[src/hw/rtl/rwbs_pkg.sv]
// Shared constants, command and status types for the row-wise binary search unit.
// Used by the controller, the datapath and the top level. No dependencies.
package rwbs_pkg;

    // Table geometry.
    localparam int MAX_ROWS    = 16;
    localparam int MAX_COLUMNS = 16;
    localparam int TABLE_DEPTH = MAX_ROWS * MAX_COLUMNS;
    localparam int ADDR_W      = (TABLE_DEPTH > 1) ? $clog2(TABLE_DEPTH) : 1;

    // Fixed field widths of the request and result channels.
    localparam int DATA_W    = 32;
    localparam int ROW_W     = 4;
    localparam int COLUMN_W  = 4;
    localparam int CFG_W     = 5;
    localparam int CFG_IDX_W = 1;

    // Counter widths: wide enough for the register value and for the table size.
    localparam int ROW_LIM_W = $clog2(MAX_ROWS + 1);
    localparam int COL_LIM_W = $clog2(MAX_COLUMNS + 1);
    localparam int ROW_CNT_W = (CFG_W > ROW_LIM_W) ? CFG_W : ROW_LIM_W;
    localparam int COL_CNT_W = (CFG_W > COL_LIM_W) ? CFG_W : COL_LIM_W;
    // Search bounds carry a sign bit so that the upper bound can reach minus one.
    localparam int BOUND_W   = COL_CNT_W + 1;

    // Configuration register indexes and reset values.
    localparam logic [CFG_IDX_W-1:0] CFG_ROWS_IN_USE    = 1'd0;
    localparam logic [CFG_IDX_W-1:0] CFG_COLUMNS_IN_USE = 1'd1;
    localparam logic [CFG_W-1:0]     ROWS_RESET         = 5'd3;
    localparam logic [CFG_W-1:0]     COLUMNS_RESET      = 5'd3;

    // Request operation codes.
    localparam logic OP_STORE  = 1'b0;
    localparam logic OP_SEARCH = 1'b1;

    // Commands from the controller to the datapath.
    typedef struct packed {
        logic store;
        logic start;
        logic next_row;
        logic probe;
        logic narrow_high;
        logic narrow_low;
        logic record_hit;
        logic publish;
    } rwbs_cmd_t;

    // Status from the datapath to the controller.
    typedef struct packed {
        logic rows_done;
        logic range_empty;
        logic key_equal;
        logic entry_greater;
        logic out_free;
    } rwbs_status_t;

endpackage

[src/hw/rtl/rwbs_ctrl.sv]
// Sequencing state machine of the row-wise binary search unit.
// Depends on rwbs_pkg for the command and status types.
module rwbs_ctrl
    import rwbs_pkg::*;
(
    input  logic         clk,
    input  logic         rst_n,
    input  logic         in_valid,
    input  logic         op,
    output logic         in_stall,
    input  rwbs_status_t status,
    output rwbs_cmd_t    cmd
);

    typedef enum logic [3:0] {
        ST_IDLE    = 4'b0001,
        ST_PROBE   = 4'b0010,
        ST_COMPARE = 4'b0100,
        ST_FINISH  = 4'b1000
    } state_t;

    state_t state_reg;
    state_t state_next;
    logic   in_accept;

    assign in_stall  = (state_reg != ST_IDLE);
    assign in_accept = in_valid && !in_stall;

    // Next state and command decode.
    always_comb
    begin
        state_next = state_reg;
        cmd        = '0;
        case (state_reg)
            ST_IDLE:
            begin
                if (in_accept && (op == OP_STORE))
                begin
                    cmd.store = 1'b1;
                end
                else if (in_accept)
                begin
                    cmd.start  = 1'b1;
                    state_next = ST_PROBE;
                end
            end
            ST_PROBE:
            begin
                // Walk to the next row once the current range has closed.
                if (status.rows_done)
                begin
                    state_next = ST_FINISH;
                end
                else if (status.range_empty)
                begin
                    cmd.next_row = 1'b1;
                end
                else
                begin
                    cmd.probe  = 1'b1;
                    state_next = ST_COMPARE;
                end
            end
            ST_COMPARE:
            begin
                if (status.key_equal)
                begin
                    cmd.record_hit = 1'b1;
                    state_next     = ST_FINISH;
                end
                else if (status.entry_greater)
                begin
                    cmd.narrow_high = 1'b1;
                    state_next      = ST_PROBE;
                end
                else
                begin
                    cmd.narrow_low = 1'b1;
                    state_next     = ST_PROBE;
                end
            end
            ST_FINISH:
            begin
                // Hold the result until the output register can take it.
                if (status.out_free)
                begin
                    cmd.publish = 1'b1;
                    state_next  = ST_IDLE;
                end
            end
            default:
            begin
                state_next = ST_IDLE;
            end
        endcase
    end

    // State register.
    always_ff @(posedge clk or negedge rst_n)
    begin
        if (!rst_n)
        begin
            state_reg <= ST_IDLE;
        end
        else
        begin
            state_reg <= state_next;
        end
    end

endmodule

[config.mk]
export PLATFORM = sky130hd
export DESIGN_NAME = rwbs_ctrl
export DESIGN_NICKNAME = d
export VERILOG_FILES = /design/src/hw/rtl/rwbs_pkg.sv /design/src/hw/rtl/rwbs_ctrl.sv
export SDC_FILE = /design/constraint.sdc
export NUM_CORES = 1
export LEC_CHECK = 0
export ABC_AREA = 1
export BUFFER_PORTS_ARGS = -buffer_cell sky130_fd_sc_hd__buf_2
export CAP_MARGIN = 20
export CORE_AREA = 2 2 39 41
export DETAILED_ROUTE_END_ITERATION = 8
export DIE_AREA = 0 0 41 43
export GPL_TIMING_DRIVEN = 1
export PLACE_DENSITY_LB_ADDON = 0.3
export SLEW_MARGIN = 10
export SYNTH_ARGS = -nofsm -noshare
export SYNTH_HDL_FRONTEND = slang
export SYNTH_SLANG_ARGS = --single-unit
[constraint.sdc]
create_clock -name clk -period 1.3 [get_ports clk]
set_input_delay 0.39 -clock clk [delete_from_list [all_inputs] [get_ports clk]]
set_output_delay 0.39 -clock clk [all_outputs]
set_load 0.005 [all_outputs]
Word level (Yosys, flattened, before mapping)
Index checks and enable logic that the tools add are counted.
{"block": "classes", "add_sub_neg": 0, "div": 0, "n_bitwise": 1, "mux": 22, "reduce_logical": 4, "n_lt_le_gt_ge": 0, "mul": 0, "n_shift": 0, "eq_ne": 9}
{"cell": "$mux 4", "n": 6}
{"cell": "$pmux 4 s4", "n": 1}
{"cell": "$mux 1", "n": 10}
{"cell": "$mux 2", "n": 4}
{"cell": "$ne 2x2->1 const B", "n": 3}
{"cell": "$eq 4x1->1 const B", "n": 1}
{"cell": "$eq 4x2->1 const B", "n": 1}
{"cell": "$eq 4x3->1 const B", "n": 1}
{"cell": "$eq 4x4->1 const B", "n": 1}
{"cell": "$ne 4x1->1 const B", "n": 1}
{"cell": "$reduce_and 4->1", "n": 1}
{"cell": "$mux 3", "n": 1}
{"cell": "$ne 3x3->1 const B", "n": 1}
{"cell": "$logic_and 1x1->1", "n": 2}
{"cell": "$logic_not 1->1", "n": 1}
{"cell": "$not 1->1", "n": 1}
{"block": "word_totals", "romBits": 0, "elab_cells": 37, "ff_bits": 4, "n_memories": 0, "latchBits": 0, "mem_bits_rw": 0, "output_inout_bits": 9}

Logic depth before layout (Yosys ltp)
{"block": "depth", "word_depth": 6, "depth_mapped": 6, "ltp_nobuf": 6}

Least setup slack after synthesis
No wires, ideal clock.
{"block": "synth_path", "path_kind": "register -> output", "start": "reg state_reg[0]", "end": "out cmd[6] (netlist name)", "path_stages_with_launch": 5, "slack_ps": -88, "arrival_ps": 998, "n_path_buf": 0, "path_cell_list": "dfstp_2 > inv_1 > nor2_1 > nand2_2 > nor3b_1"}
{"element": "start: declaration", "line": "rwbs_ctrl.sv:22", "text": "state_t state_reg;"}
{"element": "start signal: assignment", "line": "rwbs_ctrl.sv:107", "text": "state_reg <= state_next;"}
{"element": "end: declaration", "line": "rwbs_ctrl.sv:12", "text": "output rwbs_cmd_t cmd"}

==> results.json <==
{
  "gr-usage-met3_pct": 9.42,
  "finalCritPeriodShare_pct": 128,
  "synth_mux_area_share_pct": 0,
  "synthXorXnorAreaFrac_pct": 0,
  "largest_reg_flops": 4,
  "track_usage_pct": 11.0,
  "finClkSkew_ps": 15.0,
  "async_reset_ff_share_pct": 100,
  "grt_max_degree": 6,
  "dr.pass1.iters": 4,
  "arrival_ps": 1270,
  "crit_fanout": 4,
  "clkSinkCount": 4,
  "power_uw": 939,
  "rsz0062_at_grt": "yes",
  "antenna_found_initial": 0,
  "synth-seq-cells": 4,
  "syn_inst": 48,
  "use_met1_pct": 12.6,
  "syn_area_um2": 300,
  "worst_pin_slew_ps": 180,
  "grt_pass1_vias": 314,
  "drtAntennaViolNets": 0,
  "min_period_ps": 1660,
  "chipHeight_um": 43,
  "synth_commonest_cells": "11 x inv_1, 10 x nor2_1, 7 x nand2_1, 7 x nand3_1",
  "min_from": "status[3]",
  "drt_iter0_drc": 4,
  "pwr-share-clk_pct": 19.0,
  "syn_nets": 57,
  "met2_usage_pct": 13.4,
  "finalHoldViolations": 0,
  "die_width_um": 41,
  "std_cell_rows": 14,
  "area_delta_synth_final_pct": 87.5,
  "ios": 18,
  "yosysTopAreaCellShare_pct": 25.0,
  "dp_hpwl_um": 651,
  "wl_per_cell_um": 8.28,
  "synth_edf_count": 0,
  "maxCapViolCount": 0,
  "htreeDepth": 1,
  "nets": 89,
  "grt_overflow": 0,
  "fillerInstances": 141,
  "drive_gt1_share_pct": 57.0,
  "cp.required_ps": 910,
  "violations": "setup timing",
  "synthFlopType": "dfrtp_1",
  "top_usage_layer": "met2",
  "endpoint_kind": "output port",
  "start_kind": "flop",
  "viasPerCell": 4.02,
  "yosysSeqAreaShare_pct": 33.8,
  "r2r_setup_slack_ps": 10,
  "clkSlewWorstSetupHoldPaths_ps": 50,
  "timing.hold.ws_ps": 336,
  "vias": 382,
  "cts_tree": "built",
  "hold_path_end": "state_reg[2]",
  "path_class": "flop to output port",
  "leakagePower_uw": 0.000322,
  "drc": 0,
  "hold_depth": 2,
  "synth_top_family_by_area": "simple AND/OR/NAND/NOR gates",
  "setup_viol": 9,
  "gp_congestion": 0.683,
  "synth_simple_gate_area_share_pct": 44.6,
  "synth_most_common_cell": "inv_1",
  "clk_latency_ps": 250,
  "switching_share_pct": 41.3,
  "yosysWarnings": 0,
  "reg2reg_depth": 8,
  "r2r_start": "state_reg[0]",
  "synth-adder-area-share_pct": 0,
  "start_util_pct": 21.7,
  "n_antenna_cell": 0,
  "p_comb_share_pct": 56.7,
  "power_switching_uw": 388,
  "yosys-top-cells-area": "dfrtp_1 25%, inv_1 14%, nor2_1 13%",
  "status": "complete, but fails checks",
  "slew_violations": 0,
  "cts_buffers": 3,
  "grt_pass1_wl_um": 1190,
  "fmax_mhz": 602,
  "setup_ws_ps": -361,
  "p_per_area_nw_per_um2": 1670,
  "reg2reg_to": "state_reg[1]",
  "syn_avg_cell_area_um2": 6.26,
  "cts_root_buffer": "clkbuf_4",
  "synth_area_leader_cell": "dfrtp_1",
  "ys_types": 13,
  "routed_wl_um": 787,
  "slew_headroom_pct": 88.0,
  "ir_drop_mv": 0.836,
  "hp-class": "primary input to flop",
  "synth-compound-area-share_pct": 7.92,
  "io_buffer_count": 17,
  "p_seq_share_pct": 24.2,
  "core_area_um2": 1380,
  "die-area_um2": 1760,
  "power.internal_uw": 551,
  "clockBufferDepth": 2
}
## repair_timing
action                                  CTS  global route
endpoints found under the setup margin    9            10
hold buffers                              1             0
hold endpoints to repair                  3             0
gates resized for setup                   4            10
buffers inserted                          1             0
pin swaps                                 2             4
## metal layers
metal	share of wire, %	vias to the layer above
met3	9.3	4
met4	1.5	0
li1	-	215
met5	0	-
met2	42	11
met1	47	152
## worst max-delay path by stage
stage	cells past startpoint	slack, ps	to	start
after floorplan	4	-20	cmd[6]	state_reg[0]
after global placement	5	-110	cmd[6]	state_reg[0]
after detailed placement	5	-130	cmd[6]	state_reg[0]
after CTS	5	-360	cmd[6]	state_reg[0]
after global routing	5	-430	cmd[6]	state_reg[0]
final	5	-360	cmd[6]	state_reg[0]
## layout by cell type, fill, tap and decap left out, drive strengths merged
cell type and n:
dlygate4sd3 1, clkbuf 4, o21bai 1, buf 26
dfrtp 3, nand3 7, dfstp 1, o21ai 1
nand2 8, nor3 3, nor2 11, inv 11
nor3b 1, o211ai 1
## final cells by class
cell class	count	area (um^2)	share of cell area (%)
multi-input combinational	33	208	36.9
timing repair buffer	27	166	29.6
tap	16	20.0	3.56
clock buffer	4	26.3	4.67
inverter	11	41.3	7.33
sequential	4	101	18.0
## critical path, stage by stage, from the launching register on
cell     delay (ps)
dfstp_2         550
inv_2            50
nor2_4          100
nand2_4          70
nor3b_2         140
buf_2           130
## power groups by stage
stage | Sequential [uW] | Combinational [uW] | Clock, uW
final | 227 | 533 | 179
after floorplan | 207 | 267 | 0
after detailed placement | 210 | 436 | 0
after global routing | 232 | 593 | 191
after CTS | 220 | 488 | 182
after global placement | 209 | 431 | 0
## per-stage QoR
stage / cell area (um^2) / util, % / TNS [ps] / setup slack, ps / std cells
6_report: 563 / 40.7 / -2430 / -361 / 95
5_1_grt: 563 / 40.7 / -3090 / -429 / 95
4_1_cts: 534 / 38.6 / -2710 / -360 / 95
3_5_place_dp: 478 / 34.5 / -405 / -134 / 89
3_3_place_gp: 478 / 34.5 / -387 / -108 / 89
2_1_floorplan: 313 / - / -20.2 / -20.2 / 48
## cell families after synthesis
group           after synthesis
flops                         4
buf+inv                      11
simple gates                 30
compound gates                3
No activity file was read; power rests on OpenSTA's default activity.
